### src/rss_pkg.sv
package rss_pkg;

  localparam int CAPACITY_DEF   = 16;
  localparam int ELEM_WIDTH_DEF = 16;

  // Fixed port widths
  localparam int REQ_W     = 3;
  localparam int ELEM_IO_W = 16;
  localparam int RANK_W    = 32;
  localparam int IDX_W     = 4;
  localparam int STS_W     = 2;
  localparam int SIZE_W    = 5;

  typedef enum logic [REQ_W-1:0] {
    REQ_INSERT = 3'd0,
    REQ_ERASE  = 3'd1,
    REQ_ADD    = 3'd2,
    REQ_SUB    = 3'd3,
    REQ_READ   = 3'd4
  } req_t;

  typedef enum logic [STS_W-1:0] {
    STS_DONE = 2'd0,
    STS_MISS = 2'd1,
    STS_FULL = 2'd2
  } status_t;

  typedef enum logic [1:0] {
    S_IDLE,
    S_CMP,
    S_UPD
  } state_t;

  // Broadcast control to every cell of the row
  typedef struct packed {
    logic cmp_en;
    logic ins_en;
    logic ers_en;
  } cell_ctl_t;

endpackage

### src/rss_cell.sv
module rss_cell #(
  parameter int ELEM_WIDTH = rss_pkg::ELEM_WIDTH_DEF
) (
  input  logic                  clk,
  input  rss_pkg::cell_ctl_t    ctl,
  input  logic                  occupied,
  input  logic [ELEM_WIDTH-1:0] key,
  input  logic                  left_lt,
  input  logic [ELEM_WIDTH-1:0] left_data,
  input  logic [ELEM_WIDTH-1:0] right_data,
  output logic [ELEM_WIDTH-1:0] data,
  output logic                  lt,
  output logic                  eq
);

  logic [ELEM_WIDTH-1:0] data_r, data_nxt;
  logic                  lt_r, eq_r;

  // Keep entries below the key; shift the rest toward the gap or away from it.
  always_comb begin
    data_nxt = data_r;
    if (ctl.ins_en && !lt_r) begin
      data_nxt = left_lt ? key : left_data;
    end else if (ctl.ers_en && !lt_r) begin
      data_nxt = right_data;
    end
  end

  always_ff @(posedge clk) begin
    data_r <= data_nxt;
    if (ctl.cmp_en) begin
      lt_r <= occupied && (data_r < key);
      eq_r <= occupied && (data_r == key);
    end
  end

  assign data = data_r;
  assign lt   = lt_r;
  assign eq   = eq_r;

endmodule

### src/ranked_sorted_set.sv
// ranked_sorted_set: sorted set of unique elements with a signed running rank.
// out_valid rises once the item has passed the compare and update states.
// A new item is taken only in idle, after the last has left the update stage; the
// compare and shift passes run in separate states, and a stalled result holds update.
// Reset (rst_n low, synchronous): set empty, rank zero, no result pending;
// the cell contents are not cleared.
module ranked_sorted_set #(
  parameter int CAPACITY   = rss_pkg::CAPACITY_DEF,
  parameter int ELEM_WIDTH = rss_pkg::ELEM_WIDTH_DEF
) (
  input  logic                                   clk,
  input  logic                                   rst_n,
  // request channel
  input  logic                                   in_valid,
  output logic                                   in_ready,
  input  logic [rss_pkg::REQ_W-1:0]              in_req_type,
  input  logic [rss_pkg::ELEM_IO_W-1:0]          in_element,
  input  logic signed [rss_pkg::RANK_W-1:0]      in_rank_delta,
  input  logic [rss_pkg::IDX_W-1:0]              in_read_index,
  // result channel
  output logic                                   out_valid,
  input  logic                                   out_ready,
  output logic [rss_pkg::STS_W-1:0]              out_status,
  output logic [rss_pkg::ELEM_IO_W-1:0]          out_read_element,
  output logic [rss_pkg::SIZE_W-1:0]             out_set_size,
  output logic signed [rss_pkg::RANK_W-1:0]      out_rank_value,
  output logic                                   out_nonzero
);

  localparam int CNT_W = $clog2(CAPACITY + 1);
  localparam int IXW   = rss_pkg::IDX_W + CNT_W;

  rss_pkg::state_t state_r, state_nxt;

  // Captured request
  rss_pkg::req_t                       req_type_r;
  logic [ELEM_WIDTH-1:0]               req_elem_r;
  logic signed [rss_pkg::RANK_W-1:0]   req_delta_r;
  logic [rss_pkg::IDX_W-1:0]           req_idx_r;

  // Architectural state beside the cell row
  logic [CNT_W-1:0]                    count_r, count_nxt;
  logic signed [rss_pkg::RANK_W-1:0]   rank_r, rank_nxt;

  // Result register
  logic                                out_valid_r;
  rss_pkg::status_t                    sts_r, sts_nxt;
  logic [ELEM_WIDTH-1:0]               rd_r, rd_nxt;
  logic [CNT_W-1:0]                    size_r;
  logic signed [rss_pkg::RANK_W-1:0]   rank_out_r;
  logic                                nonzero_r;

  // Cell row
  rss_pkg::cell_ctl_t                  ctl;
  logic [ELEM_WIDTH-1:0]               cell_data [CAPACITY];
  logic [CAPACITY-1:0]                 cell_lt;
  logic [CAPACITY-1:0]                 cell_eq;
  logic [CAPACITY-1:0]                 cell_occ;

  logic in_fire, upd_go, found, full, idx_ok, ins_ok, ers_ok;

  assign in_fire = in_valid && in_ready;
  // Update only when the result register can take the outcome
  assign upd_go  = (state_r == rss_pkg::S_UPD) && (!out_valid_r || out_ready);
  assign found   = |cell_eq;
  assign full    = (count_r == CNT_W'(CAPACITY));
  assign idx_ok  = IXW'(req_idx_r) < IXW'(count_r);

  // Cell i holds a live element when it sits below the fill count.
  // Each cell looks at its left neighbor on insert and its right neighbor on erase;
  // the ends of the row see a "less than" on the left and their own data on the right.
  for (genvar i = 0; i < CAPACITY; i++) begin : g_cell
    logic                  l_lt;
    logic [ELEM_WIDTH-1:0] l_data;
    logic [ELEM_WIDTH-1:0] r_data;

    assign cell_occ[i] = count_r > CNT_W'(i);

    if (i == 0) begin : g_first
      assign l_lt   = 1'b1;
      assign l_data = req_elem_r;
    end else begin : g_mid
      assign l_lt   = cell_lt[i-1];
      assign l_data = cell_data[i-1];
    end

    if (i == CAPACITY - 1) begin : g_last
      assign r_data = cell_data[i];
    end else begin : g_body
      assign r_data = cell_data[i+1];
    end

    rss_cell #(
      .ELEM_WIDTH (ELEM_WIDTH)
    ) u_cell (
      .clk        (clk),
      .ctl        (ctl),
      .occupied   (cell_occ[i]),
      .key        (req_elem_r),
      .left_lt    (l_lt),
      .left_data  (l_data),
      .right_data (r_data),
      .data       (cell_data[i]),
      .lt         (cell_lt[i]),
      .eq         (cell_eq[i])
    );
  end

  // Decide the outcome from the compare flags latched in the cells
  always_comb begin
    sts_nxt   = rss_pkg::STS_MISS;
    rd_nxt    = '0;
    count_nxt = count_r;
    rank_nxt  = rank_r;
    ins_ok    = 1'b0;
    ers_ok    = 1'b0;
    unique case (req_type_r)
      rss_pkg::REQ_INSERT: begin
        if (found) begin
          sts_nxt = rss_pkg::STS_MISS;
        end else if (full) begin
          sts_nxt = rss_pkg::STS_FULL;
        end else begin
          sts_nxt   = rss_pkg::STS_DONE;
          ins_ok    = 1'b1;
          count_nxt = count_r + 1'b1;
          rank_nxt  = rank_r + req_delta_r;
        end
      end
      rss_pkg::REQ_ERASE: begin
        if (found) begin
          sts_nxt   = rss_pkg::STS_DONE;
          ers_ok    = 1'b1;
          count_nxt = count_r - 1'b1;
          rank_nxt  = rank_r - req_delta_r;
        end
      end
      rss_pkg::REQ_ADD: begin
        sts_nxt  = rss_pkg::STS_DONE;
        rank_nxt = rank_r + req_delta_r;
      end
      rss_pkg::REQ_SUB: begin
        sts_nxt  = rss_pkg::STS_DONE;
        rank_nxt = rank_r - req_delta_r;
      end
      rss_pkg::REQ_READ: begin
        if (idx_ok) begin
          sts_nxt = rss_pkg::STS_DONE;
          for (int i = 0; i < CAPACITY; i++) begin
            if (IXW'(req_idx_r) == IXW'(i)) begin
              rd_nxt = cell_data[i];
            end
          end
        end
      end
      default: begin
        sts_nxt = rss_pkg::STS_MISS;
      end
    endcase
  end

  // Sequencer: idle -> compare -> update
  always_comb begin
    state_nxt  = state_r;
    in_ready   = 1'b0;
    ctl.cmp_en = 1'b0;
    ctl.ins_en = 1'b0;
    ctl.ers_en = 1'b0;
    unique case (state_r)
      rss_pkg::S_IDLE: begin
        in_ready = 1'b1;
        if (in_valid) begin
          state_nxt = rss_pkg::S_CMP;
        end
      end
      rss_pkg::S_CMP: begin
        ctl.cmp_en = 1'b1;
        state_nxt  = rss_pkg::S_UPD;
      end
      rss_pkg::S_UPD: begin
        ctl.ins_en = upd_go && ins_ok;
        ctl.ers_en = upd_go && ers_ok;
        if (upd_go) begin
          state_nxt = rss_pkg::S_IDLE;
        end
      end
      default: begin
        state_nxt = rss_pkg::S_IDLE;
      end
    endcase
  end

  always_ff @(posedge clk) begin
    if (!rst_n) begin
      state_r     <= rss_pkg::S_IDLE;
      count_r     <= '0;
      rank_r      <= '0;
      out_valid_r <= 1'b0;
    end else begin
      state_r <= state_nxt;
      if (upd_go) begin
        count_r     <= count_nxt;
        rank_r      <= rank_nxt;
        out_valid_r <= 1'b1;
      end else if (out_ready) begin
        out_valid_r <= 1'b0;
      end
    end
  end

  // Request and result payload
  always_ff @(posedge clk) begin
    if (in_fire) begin
      req_type_r  <= rss_pkg::req_t'(in_req_type);
      req_elem_r  <= ELEM_WIDTH'(in_element);
      req_delta_r <= in_rank_delta;
      req_idx_r   <= in_read_index;
    end
    if (upd_go) begin
      sts_r      <= sts_nxt;
      rd_r       <= rd_nxt;
      size_r     <= count_nxt;
      rank_out_r <= rank_nxt;
      nonzero_r  <= (rank_nxt != '0) || (count_nxt != '0);
    end
  end

  assign out_valid        = out_valid_r;
  assign out_status       = sts_r;
  assign out_read_element = rss_pkg::ELEM_IO_W'(rd_r);
  assign out_set_size     = rss_pkg::SIZE_W'(size_r);
  assign out_rank_value   = rank_out_r;
  assign out_nonzero      = nonzero_r;

`ifndef SYNTHESIS
  a_count_bound: assert property (@(posedge clk) disable iff (!rst_n)
    count_r <= CNT_W'(CAPACITY))
    else $error("fill count above capacity");

  a_one_shift: assert property (@(posedge clk) disable iff (!rst_n)
    !(ctl.ins_en && ctl.ers_en))
    else $error("insert and erase shift together");

  a_ins_grow: assert property (@(posedge clk) disable iff (!rst_n)
    ctl.ins_en |=> count_r == CNT_W'($past(count_r) + 1'b1))
    else $error("insert did not grow the set");

  a_ers_shrink: assert property (@(posedge clk) disable iff (!rst_n)
    ctl.ers_en |=> count_r == CNT_W'($past(count_r) - 1'b1))
    else $error("erase did not shrink the set");

  for (genvar i = 0; i < CAPACITY - 1; i++) begin : g_chk_order
    a_ascending: assert property (@(posedge clk) disable iff (!rst_n)
      (count_r > CNT_W'(i + 1)) |-> (cell_data[i] < cell_data[i+1]))
      else $error("live cells out of order");
  end
`endif

endmodule

### config.mk
export PLATFORM = sky130hd
export DESIGN_NAME = ranked_sorted_set
export DESIGN_NICKNAME = d
export VERILOG_FILES = /design/src/rss_pkg.sv /design/src/rss_cell.sv /design/src/ranked_sorted_set.sv
export SDC_FILE = /design/constraint.sdc
export NUM_CORES = 1
export LEC_CHECK = 0
export BUFFER_PORTS_ARGS = -buffer_cell sky130_fd_sc_hd__buf_2
export CAP_MARGIN = 20
export CORE_MARGIN = 2
export CORE_UTILIZATION = 45
export DETAILED_ROUTE_END_ITERATION = 6
export GPL_TIMING_DRIVEN = 0
export SLEW_MARGIN = 20
export SYNTH_ARGS = -nofsm -noshare
export SYNTH_HDL_FRONTEND = slang
export SYNTH_SLANG_ARGS = --single-unit
### constraint.sdc
create_clock -name clk -period 3.8 [get_ports clk]
set_input_delay 0 -clock clk [delete_from_list [all_inputs] [get_ports clk]]
set_output_delay 0 -clock clk [all_outputs]
set_load 0.02 [all_outputs]
==> results.md, run 1 <==
* Status: finished with violations
* Failing checks: negative setup slack
* Core area at 68600 um2
* Distinct cells, synth at 81
* Synthesized flop and latch total at 439
* Final Hold Vio Count at 0
* Clock slew at reported path FFs at 70 ps
* Largest net degree at the start of global routing at 40
* Starting Density at 45.5%
* Slew @ Worst Pin at 1470 ps
* Post-Route WL at 123000 um
* Total number of vias at 28200
* Final Worst Setup Slack at -890 ps
* Mapped Area at 31200 um2
* Overall Power at 12.6 mW
* Via density at 6.27
* Type of the worst min-delay path: input pin to register
* Worst skew pair latency at 630 ps
* Die area at 71500 um2
* Startpoint types: register
* WP data arrival at 5030 ps
* Pre-antenna DRT Iters at 6
* Inserted Clock Buffers at 53
* YS warnings at 0
* Io pins at 117
* Leakage power at 15.2 nW
* Final setup fails at 7
* Clock Tree Buf Depth at 3
* Relative slew margins at 2.27%
* Cell family with the largest share of critical-path delay: simple AND/OR/NAND/NOR gates
* Post-DP HPWL at 91800 um
* Worst path cell trace: or4_4 > o41a_1 > a211oi_4 > or2_1 > buf_6 > o21ai_1 > or4b_4 > nor4_4 > nand4_1 > nor4b_2 > nand4b_1 > nor4_4 > nand4_1
* DRC at 0
* PortBufs at 115
* GRT overflow at 0
* Max Freq at 213 MHz
* Critical path class: register to register
* First-pass GRT wire length at 178000 um
* Root buffer cell: clkbuf_16
* NumNets Final at 3907
* Die X at 267 um
* Die span in y at 267 um
* Antenna violations before repair at 1
* Util after Layout at 53.5%
* Hold slack at 26.8 ps
* Crit. End Element: register
* Crit-path slowest cell: or4_4
* Layout Skew at 29.2 ps
* Post-synth EDFFs at 399
* Synth Instances at 3211
* Min Tclk post-route at 4690 ps
* TNS Setup at -1290 ps
* Peak supply drop at 0.337 mV
* Layout area overhead at 17.6%
* Worst EP required at 4150 ps
* RSZ-0062 raised after global routing: true
* Vias in the first global route at 27500
* Ys async rst share at 0%
* H-tree Lvls at 2
* 1st-iter DRT viols at 3321
* Max-Cap Viols at 0
* Sequential fraction of the synthesis area at 41.0%
* RD Place Congestion at 1.04
* Share of cells above drive strength 1 at 14.0%
* All-Layer GR Usage at 33.8%
* Fin. max-slew vios at 0
* Worst-path fanout max at 5
* WL/cell at 27.3 um
* Syn nets at 3598
* Final ANT Viol Nets at 0
* Power Dens Cells at 344 nW/um2
* # rows at 96
* Top FF cell, synth: edfxtp_1
* Buf/Inv on CP at 1
* CTS tree: built
* Mean Syn Cell Area at 9.72 um2
* CP max stage delay at 590 ps
* Tcrit/Tclk final at 123%
* Clock sink count at 439
path summary, 6_finish.rpt:
| kind | startpoint | end | slack (ps) | cells past startpoint |
|---|---|---|---|---|
| worst max-delay path | g_cell[2].u_cell.eq$_DFFE_PN_ | out_nonzero$_DFFE_PP_ | -890 | 13 |
| worst min-delay path | rst_n | rank_r[19]$_SDFFE_PN0P_ | 30 | 2 |
| worst max register to register | g_cell[2].u_cell.eq$_DFFE_PN_ | out_nonzero$_DFFE_PP_ | -890 | 13 |
| worst min register to register | rank_r[0]$_SDFFE_PN0P_ | rank_r[0]$_SDFFE_PN0P_ | 500 | 2 |
through the flow:
stage          std cells  instance area (um2)  setup slack, ps
2_1_floorplan       3211                31200            -23.4
3_3_place_gp        4257                33000            -2740
3_5_place_dp        4267                33200            -2780
4_1_cts             4474                36300             -951
5_1_grt             4491                36700             -956
6_report            4492                36700             -890
what timing repair did:
item | in CTS | in global routing
pin swaps | 38 | 23
endpoints found under the setup margin | 306 | 344
setup buffers | 62 | 20
endpoints found under the hold margin | 74 | 0
hold buffers | 57 | 0
resized for setup | 113 | 79
sequential cells by signal (all words and copies together) (netlist names), 5 cells and up:
| register | count |
|---|---|
| g_cell.u_cell.data | 256 |
| g_cell.u_cell.eq | 16 |
| rank_r | 32 |
| req_delta_r | 32 |
| g_cell.l_data | 16 |
| out_read_element | 16 |
| count_r | 5 |
| g_cell.u_cell.lt | 16 |
| out_set_size | 5 |
| out_rank_value | 32 |
report_power, final:
group          switching [mW]  internal (mW)  total, mW
registers              0.0844           5.34       5.43
clock network            2.17           2.87       5.04
logic                    1.35          0.786       2.14
total                    3.61           8.99       12.6
area by class of cell:
type,count,area [um2]
fillers,6163,31900
clock inverters,25,199
flip-flops and latches,439,12800
plain buffers,197,851
inverters,118,483
well taps,931,1160
repair buffers,263,1970
multi-input cells,2448,17800
diodes,1,2.50
clock buffers,70,1450
worst register-to-register path: stages (launching register included):
cell and delay [ps]:
edfxtp_1 450, or4_4 590, o41a_1 530, a211oi_4 270
or2_1 150, buf_6 120, o21ai_1 150, or4b_4 580
nor4_4 390, nand4_1 280, nor4b_2 300, nand4b_1 240
nor4_4 230, nand4_1 140
cells in the mapped netlist (11+ instances only):
| cell type | instances | area share [%] |
|---|---|---|
| mux2i_1 | 227 | 7.3 |
| a211oi_1 | 12 | 0.29 |
| a22o_1 | 11 | 0.31 |
| nor3_1 | 45 | 0.72 |
| or4_1 | 14 | 0.34 |
| nand2_1 | 350 | 4.2 |
| xnor2_1 | 21 | 0.59 |
| clkbuf_1 | 195 | 2.3 |
| o221a_2 | 13 | 0.47 |
| o21ai_0 | 366 | 5.9 |
| o31ai_1 | 11 | 0.26 |
| a31oi_1 | 15 | 0.30 |
| a21o_1 | 50 | 1.2 |
| nor3b_1 | 16 | 0.38 |
| dfxtp_1 | 40 | 2.6 |
| nand3_1 | 53 | 0.85 |
| nand2b_1 | 64 | 1.3 |
| mux2_2 | 31 | 1.1 |
| inv_1 | 117 | 1.4 |
| nor4_1 | 14 | 0.28 |
| edfxtp_1 | 399 | 38 |
| or2_2 | 22 | 0.44 |
| a22oi_1 | 41 | 0.99 |
| a21oi_1 | 168 | 2.7 |
| o211a_1 | 17 | 0.55 |
| ha_1 | 326 | 13 |
| a221oi_1 | 29 | 0.81 |
| o21ai_1 | 13 | 0.21 |
| a222oi_1 | 12 | 0.38 |
| o21a_1 | 28 | 0.67 |
| nor2b_1 | 63 | 1.3 |
| nand4_1 | 77 | 1.5 |
| nor2_1 | 169 | 2.0 |
| o211ai_1 | 26 | 0.63 |
placed cells by master, fill, tap and decap left out, drive strengths merged, types with 10 or more instances in the layout:
cell / instances
a21boi: 10
inv: 108
a21oi: 168
nor3: 45
mux2i: 227
o31ai: 11
mux2: 31
clkinvlp: 11
xnor2: 21
nor2: 169
a22o: 11
or4: 16
nand2b: 64
clkbuf: 253
a22oi: 41
nor2b: 63
nor3b: 16
ha: 326
edfxtp: 399
nor4: 15
o211a: 17
o21a: 28
clkinv: 21
nand4: 77
o21ai: 380
a21o: 50
dfxtp: 40
dlygate4sd3: 57
or2: 23
a31oi: 15
buf: 220
nand2: 350
nand3: 53
a211oi: 13
a221o: 10
o211ai: 26
a221oi: 29
a222oi: 12
o221a: 13
kinds of logic after synthesis:
group	Yosys count	synth area share (%)
DFF	439	41.0
buffers and inverters	324	3.92
adders and majority gates	328	13.2
muxes	258	8.40
and+or+nand+nor	931	14.5
xor gates and xnor gates	25	0.702
AOI/OAI and AO/OA	906	18.3
metal layers:
metal  vias to the layer above  share of wire, %  global-route usage [%]
met5                         -                 0                       0
met4                         0               6.0                    17.3
met3                       285               8.6                    4.27
met2                      1494                46                    55.8
met1                     13700                39                    43.6
li1                      12700                 -                       -
Note: power is estimated with default switching activity, not from simulation.
==> run 2: changes to the inputs <==
- clock period: 3.8 -> 4.4 ns (I/O delays scaled with it)
==> run 2 against run 1 <==
Against the previous run:
- the run still ends with negative setup slack left
- via count shrank 1.0%
- flip-flop and latch count is the same
- worst setup slack better by 670 ps
- largest cell class unchanged
==> results.md, run 2 (synthesized netlist as in run 1, its figures left out) <==
* Comb pwr share at 15.8%
* Most frequent cells in the layout: 399 x edfxtp_1, 362 x o21ai_0, 350 x nand2_1
* Clock sink count at 439
* Io pins at 117
* Sequential share of power at 41.9%
* Max Freq at 217 MHz
* Overall Power at 11.2 mW
* Final Worst Setup Slack at -218 ps
* DRC at 0
* Startpoint types: register
* # rows at 96
* GRT overflow at 0
* Worst-path fanout max at 7
* Crit. End Element: register
* Clock slew at reported path FFs at 60 ps
* Slew @ Worst Pin at 1210 ps
* Type of the worst min-delay path: input pin to register
* Int Pwr at 8.02 mW
* Critical path class: register to register
* Sw power at 3.15 mW
* Pre-antenna DRT Iters at 6
* Hold slack at 68.8 ps
* Inserted Clock Buffers at 55
* Power Dens Cells at 308 nW/um2
* Max FFs per register at 256
* Final ANT Viol Nets at 0
* Layout area overhead at 16.0%
* NumNets Final at 3868
* 1st-iter DRT viols at 2960
* Post-Route WL at 120000 um
* Fin. max-slew vios at 0
* Failing checks: negative setup slack
* WP data arrival at 4970 ps
* Sw frac at 28.2%
* PortBufs at 115
* Fill cells at 6189
* Die area at 71500 um2
* Tcrit/Tclk final at 105%
* Most common cell after layout, fill and taps aside: edfxtp_1
* Post-route non-filler standard cell count at 4460
* Post-DP HPWL at 90400 um
* Clock Tree Buf Depth at 3
* Via density at 6.25
* Total number of vias at 27900
* Max-Cap Viols at 0
* RD Place Congestion at 1.03
* Share of cells above drive strength 1 at 11.7%
* Largest net degree at the start of global routing at 48
* Final Hold Vio Count at 0
* First-pass GRT wire length at 175000 um
* Core area at 68600 um2
* Vias in the first global route at 27400
* RSZ-0062 raised after global routing: true
* Status: finished with violations
* H-tree Lvls at 2
* Peak supply drop at 0.297 mV
* Relative slew margins at 18.7%
* Die span in y at 267 um
* Die X at 267 um
* Clock power frac at 42.4%
* Antenna violations before repair at 2
* Final setup fails at 2
* Worst EP required at 4750 ps
* Starting Density at 45.5%
* Root buffer cell: clkbuf_16
* # placed instances at 4266
* Leakage power at 15.0 nW
* Worst skew pair latency at 640 ps
* Layout Skew at 22.8 ps
* WL/cell at 26.9 um
* CTS tree: built
* Min Tclk post-route at 4620 ps
* All-Layer GR Usage at 33.1%
run 2: cell types whose count changed in the layout (fill, tap and decap cells not counted), moves of 9 or more:
| cell | before | now |
|---|---|---|
| buf_4 | 78 | 33 |
| clkbuf_1 | 162 | 184 |
| clkbuf_2 | 25 | 10 |
| inv_1 | 100 | 110 |
| nor2_4 | 10 | 1 |
run 2: cell type report:
| class | instances | area (um2) | area share (%) |
|---|---|---|---|
| Buffer | 203 | 837 | 2.31 |
| Sequential cell | 439 | 12800 | 35.3 |
| Inverter | 118 | 454 | 1.25 |
| Clock inverter | 32 | 330 | 0.912 |
| Multi-Input combinational cell | 2448 | 17500 | 48.5 |
| Tap cell | 931 | 1160 | 3.22 |
| Timing Repair Buffer | 216 | 1570 | 4.33 |
| Clock buffer | 71 | 1520 | 4.19 |
| Antenna cell | 2 | 5.00 | 0.0138 |
run 2: power by group through the flow:
stage	logic [mW]	registers [mW]	clock network, mW
CTS	1.71	4.67	4.75
finish	1.76	4.68	4.73
floorplan	1.02	4.76	0
global route	1.90	4.68	4.91
detailed placement	1.61	4.76	0
global placement	1.55	4.77	0
run 2: timing repair:
item / in CTS / in global routing
gates resized for setup: 64 / 21
setup endpoints to repair: 32 / 42
pin swaps: 24 / 7
hold buffers: 59 / 1
endpoints found under the hold margin: 92 / 5
setup buffers: 20 / 12
run 2: final timing paths:
path,from,end,slack (ps),cells past startpoint
min reg2reg,rank_r[0]$_SDFFE_PN0P_,rank_r[0]$_SDFFE_PN0P_,530,2
min,in_element[13],g_cell[0].l_data[13]$_DFFE_PP_,70,2
max,g_cell[2].u_cell.eq$_DFFE_PN_,out_nonzero$_DFFE_PP_,-220,14
max reg2reg,g_cell[2].u_cell.eq$_DFFE_PN_,out_nonzero$_DFFE_PP_,-220,14
run 2: worst max-delay path, stage by stage (launching register included):
cell       delay (ps)
edfxtp_1          440
or4_4             650
nor4_4            410
buf_6             190
buf_4             120
a21oi_1            50
o21ai_0           220
o2111ai_1         200
or4_4             530
nor4_4            300
nand4_1           280
nor4b_2           310
nand4b_1          220
nor4_4            250
nand4_1           160
run 2: layer usage:
layer / vias up / GRT usage, % / part of all wire (%)
met2: 1476 / 54.1 / 46
met3: 279 / 4.87 / 8.6
li1: 12600 / - / -
met5: - / 0 / 0.0092
met4: 2 / 18.7 / 6.1
met1: 13500 / 42.0 / 39
run 2: per-stage QoR:
step,setup WS [ps],instance area [um2],setup TNS [ps],utilization [%]
floorplan,420,31200,0,-
global placement,-2150,32900,-73600,48.0
detailed placement,-2160,33200,-11460,48.4
CTS,-166,36000,-166,52.5
global route,-381,36200,-520,52.8
finish,-218,36200,-224,52.8
